## config.mk

```make
export PLATFORM = sky130hd
export DESIGN_NAME = ckfl_ctrl
export DESIGN_NICKNAME = d
export VERILOG_FILES = /design/src/design/assert_macros.svh /design/src/design/ckfl_pkg.sv /design/src/design/ckfl_ctrl.sv
export SDC_FILE = /design/constraint.sdc
export NUM_CORES = 1
export LEC_CHECK = 0
export BUFFER_PORTS_ARGS = -buffer_cell sky130_fd_sc_hd__buf_2
export CAP_MARGIN = 10
export CORE_AREA = 4 4 41 43
export CTS_BUF_LIST = sky130_fd_sc_hd__clkbuf_16
export CTS_CLUSTER_DIAMETER = 120
export DETAILED_ROUTE_END_ITERATION = 10
export DIE_AREA = 0 0 45 47
export PLACE_DENSITY = 0.41
export SLEW_MARGIN = 20
export SYNTH_ARGS = -nofsm -noshare
export SYNTH_HDL_FRONTEND = slang
export SYNTH_SLANG_ARGS = --single-unit
export TNS_END_PERCENT = 20
```

## constraint.sdc

```tcl
create_clock -name clk -period 1.1 [get_ports clk]
set_input_delay 0.165 -clock clk [delete_from_list [all_inputs] [get_ports clk]]
set_output_delay 0.165 -clock clk [all_outputs]
set_load 0.005 [all_outputs]
```

## src/design/assert_macros.svh

```systemverilog
// Concurrent assertion helpers; clk and rst_n come from the using scope.
`ifndef ASSERT_MACROS_SVH
`define ASSERT_MACROS_SVH

`ifndef SYNTH
`define CKFL_ASSERT(lbl, cond) \
    lbl: assert property (@(posedge clk) disable iff (!rst_n) (cond)) \
        else $error("assertion failed");
`define CKFL_ASSERT_IMP(lbl, ante, cons) \
    lbl: assert property (@(posedge clk) disable iff (!rst_n) (ante) |-> (cons)) \
        else $error("assertion failed");
`else
`define CKFL_ASSERT(lbl, cond)
`define CKFL_ASSERT_IMP(lbl, ante, cons)
`endif

`endif

```

## src/design/ckfl_pkg.sv

```systemverilog
`timescale 1ns / 1ps

package ckfl_pkg;

    localparam int MAX_K           = 31;
    localparam int KEY_W           = 62;
    localparam int FREQ_W          = 32;
    localparam int KSZ_W           = 5;
    localparam int TABLE_DEPTH_DEF = 1024;
    localparam logic [KSZ_W-1:0] KSZ_RESET = 5'd31;

    typedef enum logic [1:0] {
        ST_IDLE,
        ST_PREP,
        ST_READ,
        ST_CMP
    } ckfl_state_t;

    typedef struct packed {
        logic load;
        logic prep;
        logic idx_inc;
        logic commit_hit;
        logic commit_miss;
    } ckfl_cmd_t;

    typedef struct packed {
        logic accept_probe;
        logic is_insert;
        logic idx_at_end;
        logic match;
        logic out_busy;
    } ckfl_status_t;

    // Reverse complement over all MAX_K base slots.
    function automatic logic [KEY_W-1:0] revcomp_full(input logic [KEY_W-1:0] x);
        logic [KEY_W-1:0] r;
        r = '0;
        for (int i = 0; i < MAX_K; i++)
        begin
            r[2*i +: 2] = ~x[2*(MAX_K-1-i) +: 2];
        end
        return r;
    endfunction

endpackage

```

## src/design/ckfl_ctrl.sv

```systemverilog
`timescale 1ns / 1ps

module ckfl_ctrl
    import ckfl_pkg::*;
(
    input  logic         clk,
    input  logic         rst_n,
    input  logic         in_valid,
    output logic         in_ready,
    input  ckfl_status_t status,
    output ckfl_cmd_t    cmd
);

    ckfl_state_t state_reg, state_next;

    always_ff @(posedge clk or negedge rst_n)
    begin
        if (!rst_n)
        begin
            state_reg <= ST_IDLE;
        end
        else
        begin
            state_reg <= state_next;
        end
    end

    always_comb
    begin
        state_next = state_reg;
        cmd        = '0;
        in_ready   = 1'b0;
        unique case (state_reg)
            ST_IDLE:
            begin
                in_ready = 1'b1;
                if (in_valid)
                begin
                    cmd.load = 1'b1;
                    if (status.accept_probe)
                    begin
                        state_next = ST_PREP;
                    end
                end
            end
            ST_PREP:
            begin
                cmd.prep   = 1'b1;
                state_next = ST_READ;
            end
            ST_READ:
            begin
                if (status.idx_at_end)
                begin
                    if (status.is_insert || !status.out_busy)
                    begin
                        cmd.commit_miss = 1'b1;
                        state_next      = ST_IDLE;
                    end
                end
                else
                begin
                    state_next = ST_CMP;
                end
            end
            ST_CMP:
            begin
                if (status.match)
                begin
                    if (status.is_insert || !status.out_busy)
                    begin
                        cmd.commit_hit = 1'b1;
                        state_next     = ST_IDLE;
                    end
                end
                else
                begin
                    cmd.idx_inc = 1'b1;
                    state_next  = ST_READ;
                end
            end
            default:
            begin
                state_next = ST_IDLE;
            end
        endcase
    end

endmodule

```

== After elaboration in Yosys (flattened, before gate mapping) ==
Cells that the tools add are included.

* Bits in registers: 2
* Output and inout bits: 6
* Word-level logic and storage cells: 26

* Equality and inequality tests: 5
* Muxes and demuxes: 16
* Reductions and logical operators: 4

{| class="wikitable"
|+ Operators by type and width
! cell !! number
|-
| two-way mux 2 bit || 6
|-
| two-way mux 1 bit || 9
|-
| one-hot mux 2 bit (4 select lines) || 1
|-
| equality test 2 bit, second input constant || 2
|-
| inequality test 2 bit, second input constant || 2
|-
| equality test 2 x 1 -> 1 bit, second input constant || 1
|-
| logical NOT 2 bit || 1
|-
| AND reduction 2 bit || 1
|-
| logical NOT 1 bit || 1
|-
| logical OR 1 bit || 1
|}

== Logic depth before layout (Yosys ltp) ==
Gate-level depths: netlist of run 1.

* Word-level depth: 5
* Mapped depth: 3
* Gate-level depth less buffers: 3

== Worst setup path before layout of run 1 ==
Ideal clock, no wire load.

* Path kind: reg-to-output
* Start point: register state_reg[0]
* End point: output cmd[0] (netlist name)
* Data arrival time: 0.779 ns
* Slack: 0.156 ns
* Cell stages (with the launch flop): 3
* Path through: dfrtp_1 -> nor3_1 -> and2_1

{| class="wikitable"
|+ RTL lines
! element !! line !! text
|-
| start, declared || ckfl_ctrl.sv:14 || <nowiki>ckfl_state_t state_reg, state_next;</nowiki>
|-
| start signal, assigned || ckfl_ctrl.sv:24 || <nowiki>state_reg <= state_next;</nowiki>
|-
| end, declared || ckfl_ctrl.sv:11 || <nowiki>output ckfl_cmd_t cmd</nowiki>
|}

==> flow_summary.json, run 1 <==
{
  "syn_nets": 26,
  "grt_util_all_layers": 0.0733,
  "largest_reg_flops": 2,
  "clock-root-buffer": "clkbuf_16",
  "antenna_left": 0,
  "cts_buffer_depth": 2,
  "cp_common_cell": "buf_6",
  "drc": 0,
  "wl_um": 536,
  "syn_inst": 18,
  "yosysSeqAreaShare": 0.342,
  "insertion_delay_ns": 0.22,
  "r2r_slack_ns": 0.17,
  "io_pins": 14,
  "ys_ff_latch": 2,
  "synthTopCellsByArea": "dfrtp_1 (34%), nor2b_4 (9.4%), and2_1 (8.5%), nand3_1 (6.8%), nor3_1 (6.8%)",
  "cap_violations": 0,
  "clk_pin_slew_worst_paths_ns": 0.03,
  "path_cells": "buf_6 > and2b_2 > buf_6",
  "p_leak_nw": 0.176,
  "setup_ws_ns": -0.148,
  "grt_overflow": 0,
  "rows": 13,
  "core_um2": 1300,
  "finalNetCount": 47,
  "initial_utilization": 0.112,
  "hpwl_um": 385,
  "reg2reg_from": "state_reg[0]",
  "dp_slack_ns": -0.00152,
  "grt_pass1_wl_um": 1010,
  "maxSlewViolCount": 0,
  "cellPowerDensity_nw_per_um2": 3050,
  "worstPathArrival_ns": 1.08,
  "clock_skew_ns": 0.00217,
  "crit_buf_inv": 2,
  "max_freq_mhz": 801,
  "path_delay_family": "flip-flops",
  "slew_headroom": 0.893,
  "hold_viol": 0,
  "grt_start_max_net_pins": 9,
  "postSynthAreaPerCell_um2": 8.13,
  "stdcell_area_um2": 350,
  "synth_top_area_cell": "dfrtp_1",
  "die_h_um": 47,
  "r2r-end": "state_reg[0]",
  "hold_path_startpoint": "status[1]",
  "report.final.setup_viol": 5,
  "port_buffers": 13,
  "worst_pin_slew_ns": 0.159,
  "cts.htree.levels": 1,
  "antennaDiodeCount": 0,
  "die_w_um": 45,
  "mostFrequentLayoutCell": "buf_2",
  "initialDrtViolationCount": 4,
  "critPathKind": "reg -> out",
  "netlist_area_um2": 146,
  "violations": "setup timing",
  "hold_depth": 3,
  "vias": 207,
  "areaGrowthSynthToFinish_pct": 139,
  "ys_types": 13,
  "period_minus_slack_ns": 1.25,
  "nFillCells": 150,
  "fp.dieArea_um2": 2120,
  "viasPerCell": 3.98,
  "ir_drop_v": 0.000935,
  "clock_sinks": 2,
  "cts_tree": "done",
  "drive_gt1_frac": 0.676,
  "synth_top_area_frac": 0.342,
  "grt_pass1_vias": 236,
  "end_kind": "primary output",
  "hold_path_end": "state_reg[0]",
  "gp_congestion": 0.732,
  "antenna_found_initial": 0,
  "min_path_type": "in -> reg",
  "status": "finished, violations left",
  "crit_required_ns": 0.94,
  "yosysWarnings": 0,
  "worst-path-max-fanout": 6,
  "final_cell_mix": "buf_2 (12), clkbuf_16 (3)",
  "firstDrtPassIters": 2,
  "cts_made_buffers": 3,
  "timing.setup.tns_ns": -0.415,
  "avgRoutedWirePerCell_um": 10.3,
  "utilization": 0.269,
  "cp_slowest_cell": "dfrtp_2",
  "post-route-period-util": 1.13,
  "grt_setup_unrepaired": "true",
  "slowest_delay_ns": 0.44,
  "ff2ff_path_depth": 3,
  "placedInstanceArea_um2": 238,
  "cp-start-kind": "register"
}
[worst max path at each step]
stage / from / end / slack (ns) / depth (start not counted)
2_1_floorplan: state_reg[0] / cmd[0] / 0.16 / 2
3_3_place_gp: state_reg[0] / cmd[0] / -0.02 / 3
3_5_place_dp: state_reg[0] / cmd[0] / -0.002 / 3
4_1_cts: state_reg[0] / cmd[3] / -0.15 / 3
5_1_grt: state_reg[1] / cmd[4] / -0.20 / 3
6_report: state_reg[0] / cmd[3] / -0.15 / 3
[cell usage after synthesis]
master / instances
nand2_1: 1
and2b_2: 1
nor3_1: 2
nor2_1: 2
dfrtp_1: 2
nor2_2: 1
a22oi_1: 1
nand3b_1: 1
a21oi_1: 1
nor2b_4: 1
nand3_1: 2
inv_1: 1
and2_1: 2
[per-stage QoR]
stage | total power [W] | cells | hold WS [ns]
after floorplan | 0.000295 | 18 | -0.131
after global placement | 0.000440 | 47 | -0.0440
after detailed placement | 0.000436 | 47 | -0.0470
after CTS | 0.00106 | 52 | 0.231
after global routing | 0.00115 | 52 | 0.287
final | 0.00107 | 52 | 0.229
[per-layer routing]
metal / share of wire / global-route usage / vias to the layer above / wire, um
li1: - / - / 99 / -
met1: 0.45 / 0.0837 / 91 / 239
met2: 0.37 / 0.0791 / 15 / 200
met3: 0.16 / 0.0498 / 2 / 86
met4: 0.019 / 0.0877 / 0 / 10
met5: 0 / 0 / - / 0
[power breakdown]
group / internal (W) / total, W / switching [W] / leakage (nW)
Sequential: 0.000120 / 0.000198 / 0.0000786 / 0.0218
Combinational: 0.000205 / 0.000323 / 0.000117 / 0.117
Clock: 0.000463 / 0.000546 / 0.0000837 / 0.0370
Total: 0.000788 / 0.00107 / 0.000280 / 0.176
[cells by family (layout without fill, tap and decap cells)]
family / count (synthesis) / after routing / share of synthesized area
AO/OA/AOI/OAI: 2 / 2 / 0.0855
buffers and inverters: 1 / 20 / 0.0256
flip-flops: 2 / 2 / 0.342
AND/OR/NAND/NOR: 13 / 13 / 0.547
[area by class of cell]
cell class | count | area [um2] | share of cell area
Tap cell | 15 | 18.8 | 0.0536
Timing Repair Buffer | 16 | 100 | 0.286
Clock buffer | 3 | 75.1 | 0.214
Multi-Input combinational cell | 15 | 100 | 0.286
Sequential cell | 2 | 52.6 | 0.150
Inverter | 1 | 3.75 | 0.0107
[timing repair]
action | CTS | global route
gates resized for setup | 5 | 1
hold buffers | 1 | 0
buffers inserted | 1 | 0
setup endpoints to repair | 6 | 6
pin swaps | 1 | 0
hold endpoints to repair | 2 | 0
[worst register-to-register path, delay by kind of cell (launching register included)]
family	cells	cell delay (ns)
buf+inv	2	0.25
flops	1	0.44
compound gates	1	0.15
(Power assumes the default switching activity.)
==> run 2, diff against run 1 <==
--- a/config.mk
+++ b/config.mk
@@ -5,6 +5,7 @@
 export SDC_FILE = /design/constraint.sdc
 export NUM_CORES = 1
 export LEC_CHECK = 0
+export ABC_CLOCK_PERIOD_IN_PS = 1580
 export BUFFER_PORTS_ARGS = -buffer_cell sky130_fd_sc_hd__buf_2
 export CAP_MARGIN = 10
 export CORE_AREA = 4 4 41 43
==> constraint.sdc (replaced) <==
create_clock -name clk -period 1.58 [get_ports clk]
set_input_delay 0.237 -clock clk [delete_from_list [all_inputs] [get_ports clk]]
set_output_delay 0.237 -clock clk [all_outputs]
set_load 0.005 [all_outputs]
==> flow_summary.json, run 2 (same netlist as run 1, synthesis figures left out) <==
{
  "cts-resized-gates": 0,
  "nFillCells": 160,
  "largest_reg_flops": 2,
  "post-route-period-util": 0.894,
  "rows": 13,
  "cts.htree.levels": 1,
  "grt_pass1_wl_um": 821,
  "utilization": 0.242,
  "cts_made_buffers": 3,
  "end_kind": "primary output",
  "clk_pin_slew_worst_paths_ns": 0.03,
  "wl_um": 491,
  "grt_util_all_layers": 0.0608,
  "finalNetCount": 45,
  "hold_viol": 0,
  "worst_pin_slew_ns": 0.231,
  "cap_violations": 0,
  "final_cell_mix": "buf_2 (13), clkbuf_16 (3)",
  "clock-root-buffer": "clkbuf_16",
  "die_w_um": 45,
  "cellPowerDensity_nw_per_um2": 2110,
  "initialDrtViolationCount": 5,
  "cp-start-kind": "register",
  "grt_pass1_vias": 221,
  "max_freq_mhz": 708,
  "critPathKind": "reg -> out",
  "grt_overflow": 0,
  "hold_path_end": "state_reg[0]",
  "antenna_found_initial": 0,
  "worst-path-max-fanout": 7,
  "clock_skew_ns": 0.000440,
  "timing.setup.tns_ns": 0,
  "gp_congestion": 0.686,
  "ff2ff_path_depth": 2,
  "grt_start_max_net_pins": 9,
  "status": "completed",
  "hold_depth": 3,
  "slew_headroom": 0.845,
  "drive_gt1_frac": 0.543,
  "firstDrtPassIters": 4,
  "cts_setup_buffers": 0,
  "hpwl_um": 382,
  "cts_buffer_depth": 2,
  "min_path_type": "in -> reg",
  "antenna_left": 0,
  "cts_tree": "done",
  "ir_drop_v": 0.000641,
  "hold_path_startpoint": "status[1]",
  "period_minus_slack_ns": 1.41,
  "report.final.setup_viol": 0,
  "initial_utilization": 0.112,
  "insertion_delay_ns": 0.22,
  "p_leak_nw": 0.165,
  "mostFrequentLayoutCell": "buf_2",
  "clock_sinks": 2,
  "die_h_um": 47,
  "crit_required_ns": 1.34,
  "setup_ws_ns": 0.167,
  "multi_input_area_um2": 92.6,
  "reg2reg_from": "state_reg[0]",
  "viasPerCell": 3.84,
  "io_pins": 14,
  "maxSlewViolCount": 0,
  "antennaDiodeCount": 0,
  "worstPathArrival_ns": 1.18,
  "dp_slack_ns": 0.382,
  "drc": 0,
  "avgRoutedWirePerCell_um": 9.82,
  "hold_buffers": 1,
  "vias": 192,
  "areaGrowthSynthToFinish_pct": 115,
  "seqCellArea_um2": 50.0,
  "r2r-end": "state_reg[1]",
  "fp.dieArea_um2": 2120,
  "port_buffers": 13,
  "grt_setup_unrepaired": "false",
  "core_um2": 1300,
  "r2r_slack_ns": 0.67
}
[run 2: worst max path at each step]
stage	from	to	slack [ns]	depth (start not counted)
6_report	state_reg[0]	cmd[0]	0.17	3
5_1_grt	state_reg[0]	cmd[0]	0.04	3
4_1_cts	state_reg[0]	cmd[0]	0.15	3
3_5_place_dp	state_reg[0]	cmd[0]	0.38	3
3_3_place_gp	state_reg[0]	cmd[0]	0.38	3
2_1_floorplan	state_reg[0]	cmd[0]	0.56	2
[run 2: metal layers]
layer / global-route usage / part of all wire / up-vias
met2: 0.0678 / 0.36 / 15
met1: 0.0682 / 0.46 / 80
li1: - / - / 95
met5: 0 / 0 / -
met3: 0.0192 / 0.15 / 2
met4: 0.105 / 0.029 / 0
[run 2: power breakdown]
part | switching (W) | internal, W
Combinational | 0.0000702 | 0.0000910
Clock | 0.0000584 | 0.000322
Sequential | 0.0000450 | 0.0000779
[run 2: worst max-delay path, stage by stage (launching register included)]
cell and delay, ns:
dfrtp_1 0.43, nor3_1 0.27, and2_1 0.15, buf_2 0.10
[run 2: area by class of cell]
type,count,area share
flip-flops and latches,2,0.159
multi-input cells,15,0.294
well taps,15,0.0595
clock buffers,3,0.238
repair buffers,14,0.238
inverters,1,0.0119
[run 2: metrics by stage]
step	instance area [um2]	total power, W	hold WS [ns]	std cells
2_1_floorplan	146	0.000205	-0.0586	18
3_3_place_gp	230	0.000283	0.0263	46
3_5_place_dp	230	0.000285	0.0256	46
4_1_cts	315	0.000675	0.294	50
5_1_grt	315	0.000712	0.314	50
6_report	315	0.000664	0.297	50
==> run 3, diff against run 2 <==
--- a/config.mk
+++ b/config.mk
@@ -5,7 +5,7 @@
 export SDC_FILE = /design/constraint.sdc
 export NUM_CORES = 1
 export LEC_CHECK = 0
-export ABC_CLOCK_PERIOD_IN_PS = 1580
+export ABC_CLOCK_PERIOD_IN_PS = 1100
 export BUFFER_PORTS_ARGS = -buffer_cell sky130_fd_sc_hd__buf_2
 export CAP_MARGIN = 10
 export CORE_AREA = 4 4 41 43
@@ -13,7 +13,7 @@
 export CTS_CLUSTER_DIAMETER = 120
 export DETAILED_ROUTE_END_ITERATION = 10
 export DIE_AREA = 0 0 45 47
-export PLACE_DENSITY = 0.41
+export PLACE_DENSITY = 0.42
 export SLEW_MARGIN = 20
 export SYNTH_ARGS = -nofsm -noshare
 export SYNTH_HDL_FRONTEND = slang
==> constraint.sdc (replaced) <==
create_clock -name clk -period 1.1 [get_ports clk]
set_input_delay 0.165 -clock clk [delete_from_list [all_inputs] [get_ports clk]]
set_output_delay 0.165 -clock clk [all_outputs]
set_load 0.005 [all_outputs]
==> flow_summary.json, run 3 (same netlist as run 1, synthesis figures left out) <==
{
  "status": "finished, violations left",
  "violations": "setup timing",
  "cts_buffer_depth": 2,
  "max_freq_mhz": 797,
  "slew_headroom": 0.878,
  "grt_start_max_net_pins": 8,
  "drc": 0,
  "grt.busiest_layer": "met1",
  "areaGrowthSynthToFinish_pct": 163,
  "use_met1": 0.0771,
  "setup_ws_ns": -0.155,
  "rows": 13,
  "clock-root-buffer": "clkbuf_16",
  "initial_utilization": 0.112,
  "vias": 203,
  "finalNonFillerCells": 57,
  "firstDrtPassIters": 1,
  "min_path_type": "in -> reg",
  "clock_skew_ns": 0.000186,
  "fp.dieArea_um2": 2120,
  "post-route-period-util": 1.14,
  "ir_drop_v": 0.00110,
  "insertion_delay_ns": 0.22,
  "gp_congestion": 0.676,
  "avgRoutedWirePerCell_um": 10.2,
  "viasPerCell": 3.56,
  "critPathKind": "reg -> out",
  "io_pins": 14,
  "report.final.setup_viol": 6,
  "worst-path-max-fanout": 5,
  "initialDrtViolationCount": 0,
  "met2_usage": 0.0678,
  "end_kind": "primary output",
  "worst_pin_slew_ns": 0.184,
  "nFillCells": 145,
  "largest_reg_flops": 2,
  "finalNetCount": 52,
  "cts_tree": "done",
  "dp_slack_ns": 0.0334,
  "grt_pass1_vias": 199,
  "cts_made_buffers": 3,
  "whs_ns": 0.241,
  "seqCellArea_um2": 52.6,
  "crit_required_ns": 0.94,
  "period_minus_slack_ns": 1.25,
  "cp-start-kind": "register",
  "dp_cells": 51,
  "cellPowerDensity_nw_per_um2": 2990,
  "utilization": 0.296,
  "clk_pin_slew_worst_paths_ns": 0.03,
  "multi_input_area_um2": 97.6,
  "grt_overflow": 0,
  "cap_violations": 0,
  "final_cell_mix": "buf_2 (12), buf_4 (6), clkbuf_16 (3)",
  "hold_viol": 0,
  "antenna_found_initial": 0,
  "p_leak_nw": 0.201,
  "mostFrequentLayoutCell": "buf_2",
  "clock_sinks": 2,
  "die_h_um": 47,
  "antenna_left": 0,
  "port_buffers": 13,
  "grt_pass1_wl_um": 828,
  "cts.htree.levels": 1,
  "maxSlewViolCount": 0,
  "wl_um": 580,
  "drive_gt1_frac": 0.690,
  "core_um2": 1300,
  "die_w_um": 45,
  "grt_util_all_layers": 0.0616,
  "worstPathArrival_ns": 1.09,
  "use_met3": 0.0307,
  "grt_setup_unrepaired": "true",
  "antennaDiodeCount": 0
}
==> run 3: layout make-up <==
class                   instances  share of cell area
inverters                       1             0.00974
well taps                      15              0.0487
flip-flops and latches          2               0.136
repair buffers                 21               0.357
clock buffers                   3               0.195
multi-input cells              15               0.253
==> run 3: worst paths after layout <==
| path | start | end | slack (ns) | depth (start not counted) |
|---|---|---|---|---|
| worst max-delay path | state_reg[0] | cmd[0] | -0.15 | 3 |
| worst min-delay path | status[1] | state_reg[0] | 0.24 | 3 |
| worst max register to register | state_reg[0] | state_reg[1] | 0 | 5 |
| worst min register to register | state_reg[0] | state_reg[0] | 0.65 | 2 |
| max in group asynchronous | rst_n | state_reg[1] | 0.71 | 2 |
| min in group asynchronous | rst_n | state_reg[0] | 0.27 | 2 |
==> run 3: critical path, stage by stage (launching register included) <==
cell and delay (ns):
dfrtp_2 0.43, nor3_2 0.20, and2_1 0.14, buf_2 0.10
==> run 3: per-stage QoR <==
step / setup TNS, ns / area [um2] / power [W]
2_1_floorplan: 0 / 146 / 0.000295
6_report: -0.486 / 385 / 0.00115
4_1_cts: -0.551 / 377 / 0.00115
5_1_grt: -0.828 / 385 / 0.00122
3_5_place_dp: 0 / 268 / 0.000533
3_3_place_gp: 0 / 268 / 0.000534
==> run 3: repair_timing <==
item | CTS | global route
pin swaps | 2 | 1
hold buffers | 1 | 0
hold endpoints to repair | 2 | 0
buffers inserted | 1 | 1
endpoints found under the setup margin | 6 | 6
gates resized for setup | 4 | 1
==> run 3: layer usage <==
layer	part of all wire	up-vias
met4	0	0
met2	0.35	13
met3	0.14	0
li1	-	109
met5	0	-
met1	0.50	81
==> run 3: power by group <==
group	total [W]	internal (W)	switching (W)
Sequential	0.000181	0.000120	0.0000612
Combinational	0.000428	0.000283	0.000145
Clock	0.000544	0.000462	0.0000816
